## config.mk

```make
export PLATFORM = sky130hd
export DESIGN_NAME = ecgd_ctrl
export DESIGN_NICKNAME = d
export VERILOG_FILES = /design/src/hw/rtl/ecgd_pkg.sv /design/src/hw/rtl/ecgd_ctrl.sv
export SDC_FILE = /design/constraint.sdc
export NUM_CORES = 1
export LEC_CHECK = 0
export BUFFER_PORTS_ARGS = -buffer_cell sky130_fd_sc_hd__clkbuf_2
export CAP_MARGIN = 25
export CORE_MARGIN = 5
export CORE_UTILIZATION = 40
export DETAILED_ROUTE_END_ITERATION = 8
export PLACE_DENSITY_LB_ADDON = 0.12
export SLEW_MARGIN = 15
export SYNTH_ARGS = -nofsm -noshare
export SYNTH_HDL_FRONTEND = slang
export SYNTH_SLANG_ARGS = --single-unit
```

## constraint.sdc

```tcl
create_clock -name aclk -period 1.7 [get_ports aclk]
set_input_delay 0.085 -clock aclk [delete_from_list [all_inputs] [get_ports aclk]]
set_output_delay 0.085 -clock aclk [all_outputs]
set_load 0.1 [all_outputs]
```

## src/hw/rtl/ecgd_pkg.sv

```systemverilog
// Shared types, operation codes, constants and tables for the ECEF to geodetic block.
// No dependencies; imported by the controller, the datapath and the top level.
`default_nettype none

package ecgd_pkg;

    // Datapath operations, issued one at a time by the controller
    localparam logic [4:0] U_E2   = 5'd0;
    localparam logic [4:0] U_EE   = 5'd1;
    localparam logic [4:0] U_BAX  = 5'd2;
    localparam logic [4:0] U_LON  = 5'd3;
    localparam logic [4:0] U_R    = 5'd4;
    localparam logic [4:0] U_ROV  = 5'd5;
    localparam logic [4:0] U_RO   = 5'd6;
    localparam logic [4:0] U_G    = 5'd7;
    localparam logic [4:0] U_PA   = 5'd8;
    localparam logic [4:0] U_PB   = 5'd9;
    localparam logic [4:0] U_NORM = 5'd10;
    localparam logic [4:0] U_LAT0 = 5'd11;
    localparam logic [4:0] U_SC   = 5'd12;
    localparam logic [4:0] U_S2   = 5'd13;
    localparam logic [4:0] U_W    = 5'd14;
    localparam logic [4:0] U_RW   = 5'd15;
    localparam logic [4:0] U_N    = 5'd16;
    localparam logic [4:0] U_T1   = 5'd17;
    localparam logic [4:0] U_T2   = 5'd18;
    localparam logic [4:0] U_LATV = 5'd19;
    localparam logic [4:0] U_HQ   = 5'd20;
    localparam logic [4:0] U_HN   = 5'd21;
    localparam logic [4:0] U_H    = 5'd22;

    // Unit that carries out an operation
    localparam logic [2:0] K_MUL  = 3'd0;
    localparam logic [2:0] K_DIV  = 3'd1;
    localparam logic [2:0] K_SQRT = 3'd2;
    localparam logic [2:0] K_COR  = 3'd3;
    localparam logic [2:0] K_NORM = 3'd4;
    localparam logic [2:0] K_ALU  = 3'd5;

    // Configuration register indexes
    localparam logic [1:0] REG_RADIUS = 2'd0;
    localparam logic [1:0] REG_FLAT   = 2'd1;
    localparam logic [1:0] REG_ITER   = 2'd2;

    localparam logic [32:0] RADIUS_RST = 33'd6378136600;
    localparam logic [30:0] FLAT_RST   = 31'd14400251;
    localparam logic [7:0]  ITER_RST   = 8'd100;

    localparam logic [63:0] KINV32 = 64'd2608131496;
    localparam logic signed [63:0] KINV30 = 64'sd652032874;
    localparam logic signed [63:0] QTURN  = 64'sd1073741824;
    localparam logic signed [33:0] ANG_Q    = 34'sd1073741824;
    localparam logic signed [33:0] ANG_HALF = 34'sd2147483648;

    typedef struct packed {
        logic       load;
        logic       start;
        logic [4:0] uop;
        logic       emit;
    } ecgd_cmd_t;

    typedef struct packed {
        logic done;
        logic origin;
    } ecgd_stat_t;

    // CORDIC arctangent table, binary angle units
    function automatic logic [29:0] atab(input logic [4:0] i);
        logic [29:0] v;
        case (i)
            5'd0:  v = 30'd536870912;
            5'd1:  v = 30'd316933406;
            5'd2:  v = 30'd167458907;
            5'd3:  v = 30'd85004756;
            5'd4:  v = 30'd42667331;
            5'd5:  v = 30'd21354465;
            5'd6:  v = 30'd10679838;
            5'd7:  v = 30'd5340245;
            5'd8:  v = 30'd2670163;
            5'd9:  v = 30'd1335087;
            5'd10: v = 30'd667544;
            5'd11: v = 30'd333772;
            5'd12: v = 30'd166886;
            5'd13: v = 30'd83443;
            5'd14: v = 30'd41722;
            5'd15: v = 30'd20861;
            5'd16: v = 30'd10430;
            5'd17: v = 30'd5215;
            5'd18: v = 30'd2608;
            5'd19: v = 30'd1304;
            5'd20: v = 30'd652;
            5'd21: v = 30'd326;
            5'd22: v = 30'd163;
            5'd23: v = 30'd81;
            5'd24: v = 30'd41;
            5'd25: v = 30'd20;
            5'd26: v = 30'd10;
            5'd27: v = 30'd5;
            5'd28: v = 30'd3;
            5'd29: v = 30'd1;
            5'd30: v = 30'd1;
            default: v = 30'd0;
        endcase
        return v;
    endfunction

    function automatic logic [2:0] uop_kind(input logic [4:0] u);
        logic [2:0] k;
        case (u)
            U_EE, U_N, U_HQ:                      k = K_DIV;
            U_RW:                                 k = K_SQRT;
            U_LON, U_ROV, U_LAT0, U_SC, U_LATV:   k = K_COR;
            U_NORM:                               k = K_NORM;
            U_H:                                  k = K_ALU;
            default:                              k = K_MUL;
        endcase
        return k;
    endfunction

    function automatic logic [63:0] abs64(input logic [63:0] v);
        return v[63] ? 64'(-v) : v;
    endfunction

endpackage

`default_nettype wire

```

## src/hw/rtl/ecgd_ctrl.sv

```systemverilog
// Sequencer for the ECEF to geodetic block: handshakes, operation order, iteration count.
// Depends on ecgd_pkg; drives the datapath through ecgd_cmd_t.
`default_nettype none

module ecgd_ctrl
    import ecgd_pkg::*;
(
    input  wire logic       aclk,
    input  wire logic       aresetn,
    input  wire logic       s_valid,
    output logic            s_ready,
    output logic            m_valid,
    input  wire logic       m_ready,
    input  wire logic [7:0] iteration_count,
    input  wire ecgd_stat_t stat,
    output ecgd_cmd_t       cmd
);

    localparam logic [1:0] ST_IDLE  = 2'd0;
    localparam logic [1:0] ST_ISSUE = 2'd1;
    localparam logic [1:0] ST_WAIT  = 2'd2;
    localparam logic [1:0] ST_OUT   = 2'd3;

    logic [1:0] state_reg, state_next;
    logic [4:0] uop_reg, uop_next;
    logic [7:0] k_reg, k_next;
    logic       m_valid_reg, m_valid_next;
    logic [4:0] follow;

    // Pick the operation after the current one
    always_comb begin
        case (uop_reg)
            U_N:     follow = (k_reg < iteration_count) ? U_T1 : U_HQ;
            U_LATV:  follow = U_SC;
            default: follow = 5'(uop_reg + 5'd1);
        endcase
    end

    always_comb begin
        state_next   = state_reg;
        uop_next     = uop_reg;
        k_next       = k_reg;
        m_valid_next = m_valid_reg;
        s_ready      = 1'b0;
        cmd.load     = 1'b0;
        cmd.start    = 1'b0;
        cmd.emit     = 1'b0;
        cmd.uop      = uop_reg;
        if (m_ready) begin
            m_valid_next = 1'b0;
        end
        case (state_reg)
            ST_IDLE: begin
                s_ready = 1'b1;
                if (s_valid) begin
                    cmd.load = 1'b1;
                    k_next   = 8'd0;
                    uop_next = U_E2;
                    state_next = stat.origin ? ST_OUT : ST_ISSUE;
                end
            end
            ST_ISSUE: begin
                cmd.start  = 1'b1;
                state_next = ST_WAIT;
            end
            ST_WAIT: begin
                if (stat.done) begin
                    if (uop_reg == U_H) begin
                        state_next = ST_OUT;
                    end else begin
                        uop_next   = follow;
                        state_next = ST_ISSUE;
                        if (uop_reg == U_LATV) begin
                            k_next = 8'(k_reg + 8'd1);
                        end
                    end
                end
            end
            ST_OUT: begin
                // Hand the result to the output register once it is free
                if (!m_valid_reg || m_ready) begin
                    cmd.emit     = 1'b1;
                    m_valid_next = 1'b1;
                    state_next   = ST_IDLE;
                end
            end
            default: state_next = ST_IDLE;
        endcase
    end

    always_ff @(posedge aclk) begin
        if (!aresetn) begin
            state_reg   <= ST_IDLE;
            uop_reg     <= U_E2;
            k_reg       <= 8'd0;
            m_valid_reg <= 1'b0;
        end else begin
            state_reg   <= state_next;
            uop_reg     <= uop_next;
            k_reg       <= k_next;
            m_valid_reg <= m_valid_next;
        end
    end

    assign m_valid = m_valid_reg;

endmodule

`default_nettype wire

```

# Word level (Yosys, flattened, before mapping)
# Cells that the tools add are included.
word_totals:
  romBits: 0
  mem_bits_rw: 0
  out_inout_bits: 10
  memories: 0
  latch_bits: 0
  word_cells: 51
  regBits: 16
classes:
  n_reduce_logical: 7
  bitwise_logic: 0
  multipliers: 0
  shifts: 0
  mux: 26
  addsub: 2
  div: 0
  order_cmp: 1
  n_eq_ne: 11
op_table:
  columns: ["op", "count"]
  rows:
  - ["2-to-1 mux 8 bit", 4]
  - ["one-hot mux 5 bit (2 select lines)", 2]
  - ["one-hot mux 8 bit (2 select lines)", 1]
  - ["== test 5 bit, second input constant", 3]
  - ["2-to-1 mux 5 bit", 3]
  - ["2-to-1 mux 2 bit", 5]
  - ["!= test 2 bit, second input constant", 5]
  - ["2-to-1 mux 1 bit", 9]
  - ["adder 8 x 1 -> 8 bit, second input constant", 1]
  - ["less-than comparator 8 bit", 1]
  - ["one-hot mux 2 bit (4 select lines)", 1]
  - ["adder 5 x 1 -> 5 bit, second input constant", 1]
  - ["AND reduction 5 bit", 1]
  - ["== test 2 bit, second input constant", 2]
  - ["AND reduction 4 bit", 1]
  - ["2-to-1 mux 3 bit", 1]
  - ["AND reduction 3 bit", 1]
  - ["== test 2 x 1 -> 1 bit, second input constant", 1]
  - ["logical NOT 2 bit", 1]
  - ["nonzero test 2 bit", 1]
  - ["logical NOT 1 bit", 1]
  - ["logical OR 1 bit", 1]

# Logic depth before layout (Yosys ltp)
# Gate-level depths: netlist of the first run.
depth:
  ltp_word: 6
  depth_mapped: 7

# Worst setup path after synthesis of the first run
# Ideal clock, no wire load.
synth_timing:
  kind: "flip-flop to flip-flop"
  start: "reg m_valid_reg, in the netlist m_valid"
  end: "reg state_reg[1]"
  stages_incl_launch_ff: 5
  setup_ns: 0.124
  arrival_ns: 2.586
  path_slack_ns: -1.010
  period_less_slack_ns: 2.710
  path_cell_list: "dfxtp_1 nand2b_1 nor2b_1 o21bai_1 a21oi_1"
synth_via:
  elab_chain_cells: 4
synth_rtl:
  columns: ["item", "line", "text"]
  rows:
  - ["start: declaration", "ecgd_ctrl.sv:27", "logic m_valid_reg, m_valid_next;"]
  - ["start signal: assignment", "ecgd_ctrl.sv:101", "m_valid_reg <= m_valid_next;"]
  - ["logical NOT 1 bit", "ecgd_ctrl.sv:81", "if (!m_valid_reg || m_ready) begin"]
  - ["logical OR 1 bit", "ecgd_ctrl.sv:81", null]
  - ["!= test 2 bit (no line)", null, null]
  - ["AND reduction 3 bit (no line)", null, null]
  - ["end signal: assignment", "ecgd_ctrl.sv:98", "state_reg <= state_next;"]
  - ["end: declaration", "ecgd_ctrl.sv:24", "logic [1:0] state_reg, state_next;"]
# Every way passes these cells.
# A chain may end at the register's enable or synchronous reset.

# Worst setup path in the final report of the first run
layout_timing:
  start: "reg uop_reg[1]"
  end: "reg k_reg[5]"
layout_via:
  elab_chain_cells: 3
layout_rtl:
  columns: ["item", "line", "text"]
  rows:
  - ["start: declaration", "ecgd_ctrl.sv:25", "logic [4:0] uop_reg, uop_next;"]
  - ["start signal: assignment", "ecgd_ctrl.sv:99", "uop_reg <= uop_next;"]
  - ["== test 5 bit, on equally long branches", "ecgd_ctrl.sv:73, ecgd_ctrl.sv:68", null]
  - ["!= test 2 bit (no line)", null, null]
  - ["AND reduction 5 bit (no line) (*)", null, null]
  - ["end signal: assignment", "ecgd_ctrl.sv:100", "k_reg <= k_next;"]
  - ["end: declaration", "ecgd_ctrl.sv:26", "logic [7:0] k_reg, k_next;"]
# Every way passes the cells marked *; elsewhere a longest branch is shown, timed or not.

==> out/qor.yml, run 1 <==
min_period_over_period_pct: 97.3
synth_area_per_cell_um2: 8.12
power_switching_mw: 0.304
synth_edf_count: 0
regArea_um2: 338
cap_violations: 0
period_needed_ps: 1650
overflow: 0
cts_tree: "done"
synth_top_area_share_pct: 28.2
seqPwrFrac_pct: 45.8
hold_viol: 0
run_status: "finished clean"
wl_per_cell_um: 13.5
fmax_mhz: 605
end_kind: "flip-flop"
ys.flop_type: "dfxtp_1"
cts_sinks: 16
numCtsBuffers: 3
num_vias: 1099
p_comb_share_pct: 28.8
async_flop_share_pct: 0
syn2layout_area_growth_pct: 25.3
grt_pass1_vias: 1083
fillers: 290
ys_seq_area_share_pct: 28.2
drtIter0Drc: 30
ys_ff_latch: 16
die_x_um: 63.3
yosys.area.top_type: "dfxtp_1"
worst_ir_drop_vdd_uv: 413
p_sw_share_pct: 36.0
multi_input_area_um2: 793
leakage_nw: 0.653
core_region_area_um2: 2730
start_kind: "flip-flop"
largest_reg_flops: 8
finClkSkew_ps: 3.84
cp_max_fo: 5
cts_root_buf: "clkbuf_4"
slew_headroom_pct: 63.8
pin_count: 24
placement.io_buffers: 23
clock_latency_ps: 290
diodes: 0
p_int_mw: 0.542
power_density_nw_per_um2: 594
drv_slew: 0
drt-total-wl_um: 2720
ys_types: 40
critical_path_class: "reg2reg"
whs_ps: 92.0
vias_per_cell: 5.44
worst_pin_slew_ps: 546
clk_pin_slew_ps: 100
grt_max_degree: 17
nNetsFinal: 197
crit_arrival_ps: 1890
post-route-drc-count: 0
synthCells: 140
ant_nets: 0
dp_worst_setup_slack_ps: 51.1
gp_congestion: 0.817
synth_nets: 165
cts_buffer_depth: 2
critPathRequiredTime_ps: 1930
rows: 19
hpwlAfterDp_um: 2160
drt_pass1_iterations: 4
synth.yosys.warnings: 0
rsz0062_at_grt: "true"
die_height_um: 63.3
start_util_pct: 41.6
p_clk_share_pct: 25.5
setup_viol: 0
htreeDepth: 1
antenna_found_initial: 0
synth_area_leaders: "dfxtp_1 (28%), ha_1 (12%), a21oi_1 (4.4%), nand3_1 (4.4%), nor2b_1 (4.4%)"
syn_area_um2: 1140
die_area_um2: 4010
setup_slack_ps: 45.8
grt_usage_pct: 14.3
holdCritPathClass: "in2reg"
grt_pass1_wl_um: 4770
final_layout_size_suffix_gt1_share_pct: 33.3
==> worst paths after layout <==
path | end | start | slack [ps] | cells after the start
max | k_reg[5]$_SDFFE_PN0P_ | uop_reg[1]$_SDFFE_PN0P_ | 50 | 6
min | state_reg[1]$_SDFFE_PN0P_ | s_valid | 90 | 3
max reg2reg | k_reg[5]$_SDFFE_PN0P_ | uop_reg[1]$_SDFFE_PN0P_ | 50 | 6
min reg2reg | k_reg[7]$_SDFFE_PN0P_ | k_reg[7]$_SDFFE_PN0P_ | 520 | 2
==> through the flow <==
step	instance area (um2)	std cells	util (%)	total power, mW	setup TNS, ps
3_3_place_gp	1360	194	49.6	0.637	0
5_1_grt	1430	202	52.1	0.897	-98.4
3_5_place_dp	1360	194	49.6	0.641	0
2_1_floorplan	1190	140	-	0.586	-694
4_1_cts	1380	198	50.5	0.857	0
6_report	1430	202	52.1	0.847	0
==> logic make-up after synthesis <==
| kind of cell | Yosys count | synth area share [%] |
|---|---|---|
| AND/OR/NAND/NOR | 60 | 30.8 |
| AO/OA/AOI/OAI | 34 | 20.8 |
| buffers and inverters | 16 | 5.72 |
| flip-flops | 16 | 28.2 |
| adder cells (fa/ha/maj) | 11 | 12.1 |
| XOR/XNOR | 2 | 1.54 |
| multiplexers | 1 | 0.880 |
==> synthesized netlist by cell type (all sizes together), types with 2 or more instances <==
library cell / n
nand2: 12
a21boi: 2
nor2b: 9
buf: 4
xor2: 2
and2: 3
inv: 11
nor2: 9
o311ai: 2
nand4: 7
nand2b: 3
or3: 4
ha: 11
o31ai: 2
nand3: 10
dfxtp: 16
a21oi: 10
o21ai: 7
o211ai: 3
==> timing repair <==
item / in CTS / in global routing
hold buffers: 0 / 0
resized for setup: 0 / 3
setup buffers: 0 / 4
endpoints found under the setup margin: 0 / 5
==> layer usage <==
metal	share of wire [%]	global-route usage, %	wire [um]
met1	48	19.1	1300
met4	1.6	5.45	43
met3	4.1	2.31	112
met2	46	22.8	1260
met5	0	0	0
==> layout make-up <==
class | instances | area share (%)
Clock buffer | 4 | 1.84
Inverter | 11 | 2.90
Multi-Input combinational cell | 108 | 55.7
Sequential cell | 16 | 23.7
Tap cell | 31 | 2.72
Timing Repair Buffer | 32 | 13.2
==> cells in the final DEF (no fill, tap or decap), drive strengths merged <==
cell,count
a211o,1
a211oi,1
a21boi,2
a21oi,10
a2bb2oi,1
a41o,1
a41oi,1
and2,3
buf,11
clkbuf,25
dfxtp,16
ha,11
inv,11
mux2i,1
nand2,12
nand2b,3
nand3,10
nand3b,1
nand4,7
nor2,9
nor2b,9
o211ai,3
o21a,1
o21ai,7
o21bai,1
o311ai,2
o31ai,2
o41ai,1
or3,4
or3b,1
or4,1
xor2,2
==> critical path, stage by stage (launching register included) <==
cell and delay [ps]:
dfxtp_4 390, ha_4 160, nand2_4 50, o31ai_4 280, nand4_1 190, or3_4 410
a21oi_2 110
==> power by group through the flow <==
stage,Sequential (mW),Combinational [mW],Clock [mW]
global placement,0.396,0.241,0
floorplan,0.415,0.171,0
detailed placement,0.397,0.245,0
finish,0.388,0.243,0.215
global route,0.389,0.263,0.245
CTS,0.388,0.245,0.223
(Power assumes the default switching activity.)
==> run 2, diff against run 1 <==
- CAP_MARGIN: 25 -> 20
- CORE_ASPECT_RATIO: unset -> 0.5
- CTS_CLUSTER_DIAMETER: unset -> 40
==> run 2 against run 1 <==
Critical endpoint unchanged. Fmax is 3.2% lower. Worst setup slack lost 55 ps. Combinational power up 4%. Register-to-register slack got worse by 50 ps. The flow now finishes with violations (setup timing). Clock-buffer cell count is the same. Global-route usage decreased by 0.57 points. Critical path depth stayed put. Critical path type unchanged. Via count shrank 5.2%. Highest routed layer unchanged.
==> out/qor.yml, run 2 (synthesized netlist as in run 1, its figures left out) <==
post-route-drc-count: 0
regArea_um2: 338
cts_tree: "done"
clock_latency_ps: 250
grt_usage_pct: 13.8
setup_slack_ps: -8.88
final_common_cell: "clkbuf_2"
die_x_um: 85.4
vias_per_cell: 5.03
htreeDepth: 1
holdCritPathClass: "in2reg"
grt_pass1_vias: 951
antenna_found_initial: 0
nNetsFinal: 196
cts_sinks: 16
start_kind: "flip-flop"
min_period_over_period_pct: 101
hold_viol: 0
placement.io_buffers: 23
cts_root_buf: "clkbuf_8"
overflow: 0
wl_per_cell_um: 12.5
critPathRequiredTime_ps: 1890
end_kind: "flip-flop"
power_density_nw_per_um2: 673
crit_buf_inv: 0
violations: "setup timing"
multi_input_area_um2: 810
ant_nets: 0
cp_top_family: "simple AND/OR/NAND/NOR gates"
drt_pass1_iterations: 4
whs_ps: 142
cp_cell_sequence: "ha_4 -> nand2_4 -> o31ai_4 -> nand4_1 -> or3_1 -> a21oi_2"
finClkSkew_ps: 2.24
rsz0062_at_grt: "true"
rows: 13
start_util_pct: 42.9
clk_pin_slew_ps: 70
final_util_pct: 55.5
cts_hold_buf: 0
gp_congestion: 0.790
pin_count: 24
critical_path_class: "reg2reg"
numCtsBuffers: 3
slew_headroom_pct: 63.9
core_region_area_um2: 2650
leakage_nw: 0.648
run_status: "finished with violations"
period_needed_ps: 1710
final_layout_size_suffix_gt1_share_pct: 33.5
largest_reg_flops: 8
worst_pin_slew_ps: 544
crit_arrival_ps: 1900
grt_pass1_wl_um: 4310
drt-total-wl_um: 2590
cts_buffer_depth: 2
setup_viol: 1
num_vias: 1042
diodes: 0
crit_slowest_cell: "or3_1"
hpwlAfterDp_um: 1960
fillers: 244
drv_slew: 0
cp_max_fo: 6
die_area_um2: 4070
worst_ir_drop_vdd_uv: 293
syn2layout_area_growth_pct: 29.3
cap_violations: 0
drtIter0Drc: 45
die_height_um: 47.7
cp_slowest_stage_delay_ps: 420
fmax_mhz: 585
final_cell_mix: "clkbuf_2 (21), inv_1 (11)"
grt_max_degree: 15
## run 2: cell types whose count changed in the layout (fill, tap and decap cells not counted), sizes merged
cell / before / now
buf: 11 / 10
## run 2: worst paths after layout
| path | from | to | slack, ps | cells after the start |
|---|---|---|---|---|
| setup / recovery | uop_reg[0]$_SDFFE_PN0P_ | k_reg[5]$_SDFFE_PN0P_ | -9 | 6 |
| hold / removal | s_valid | state_reg[1]$_SDFFE_PN0P_ | 140 | 3 |
| setup reg to reg | uop_reg[0]$_SDFFE_PN0P_ | k_reg[5]$_SDFFE_PN0P_ | -9 | 6 |
| hold reg to reg | k_reg[7]$_SDFFE_PN0P_ | k_reg[7]$_SDFFE_PN0P_ | 520 | 2 |
## run 2: metrics by stage
stage	instance area [um2]	setup slack, ps	TNS [ps]	total power [mW]	std cells
2_1_floorplan	1190	-171	-694	0.586	140
3_3_place_gp	1370	80.6	0	0.645	201
3_5_place_dp	1370	40.6	0	0.646	201
4_1_cts	1430	24.6	0	0.991	205
5_1_grt	1470	-106	-229	1.04	207
6_report	1470	-8.88	-8.88	0.990	207
## run 2: power breakdown
group / leakage, nW / switching, mW / internal (mW)
Combinational: 0.486 / 0.173 / 0.0800
Sequential: 0.133 / 0.0136 / 0.379
Clock: 0.0288 / 0.138 / 0.206
## run 2: layout make-up
cell class / count / share of cell area [%]
timing repair buffer: 31 / 12.3
sequential: 16 / 23.0
clock buffer: 4 / 3.74
inverter: 11 / 2.81
multi-input combinational: 108 / 55.1
tap: 37 / 3.15
## run 2: per-layer routing
layer / up-vias / part of all wire (%) / track usage [%]
met5: - / 0 / 0
met4: 0 / 0.39 / 2.52
met3: 3 / 4.4 / 4.64
met2: 17 / 44 / 22.2
met1: 456 / 51 / 18.4
li1: 566 / - / -
## run 2: what timing repair did
| item | 4_1_cts | 5_1_grt |
|---|---|---|
| endpoints found under the setup margin | 0 | 8 |
| resized for setup | 0 | 6 |
| setup buffers | 0 | 2 |
## run 2: worst register-to-register path, cell delays in order (launching register included)
cell and delay [ps]:
dfxtp_4 380, ha_4 160, nand2_4 50, o31ai_4 330
nand4_1 200, or3_1 420, a21oi_2 110
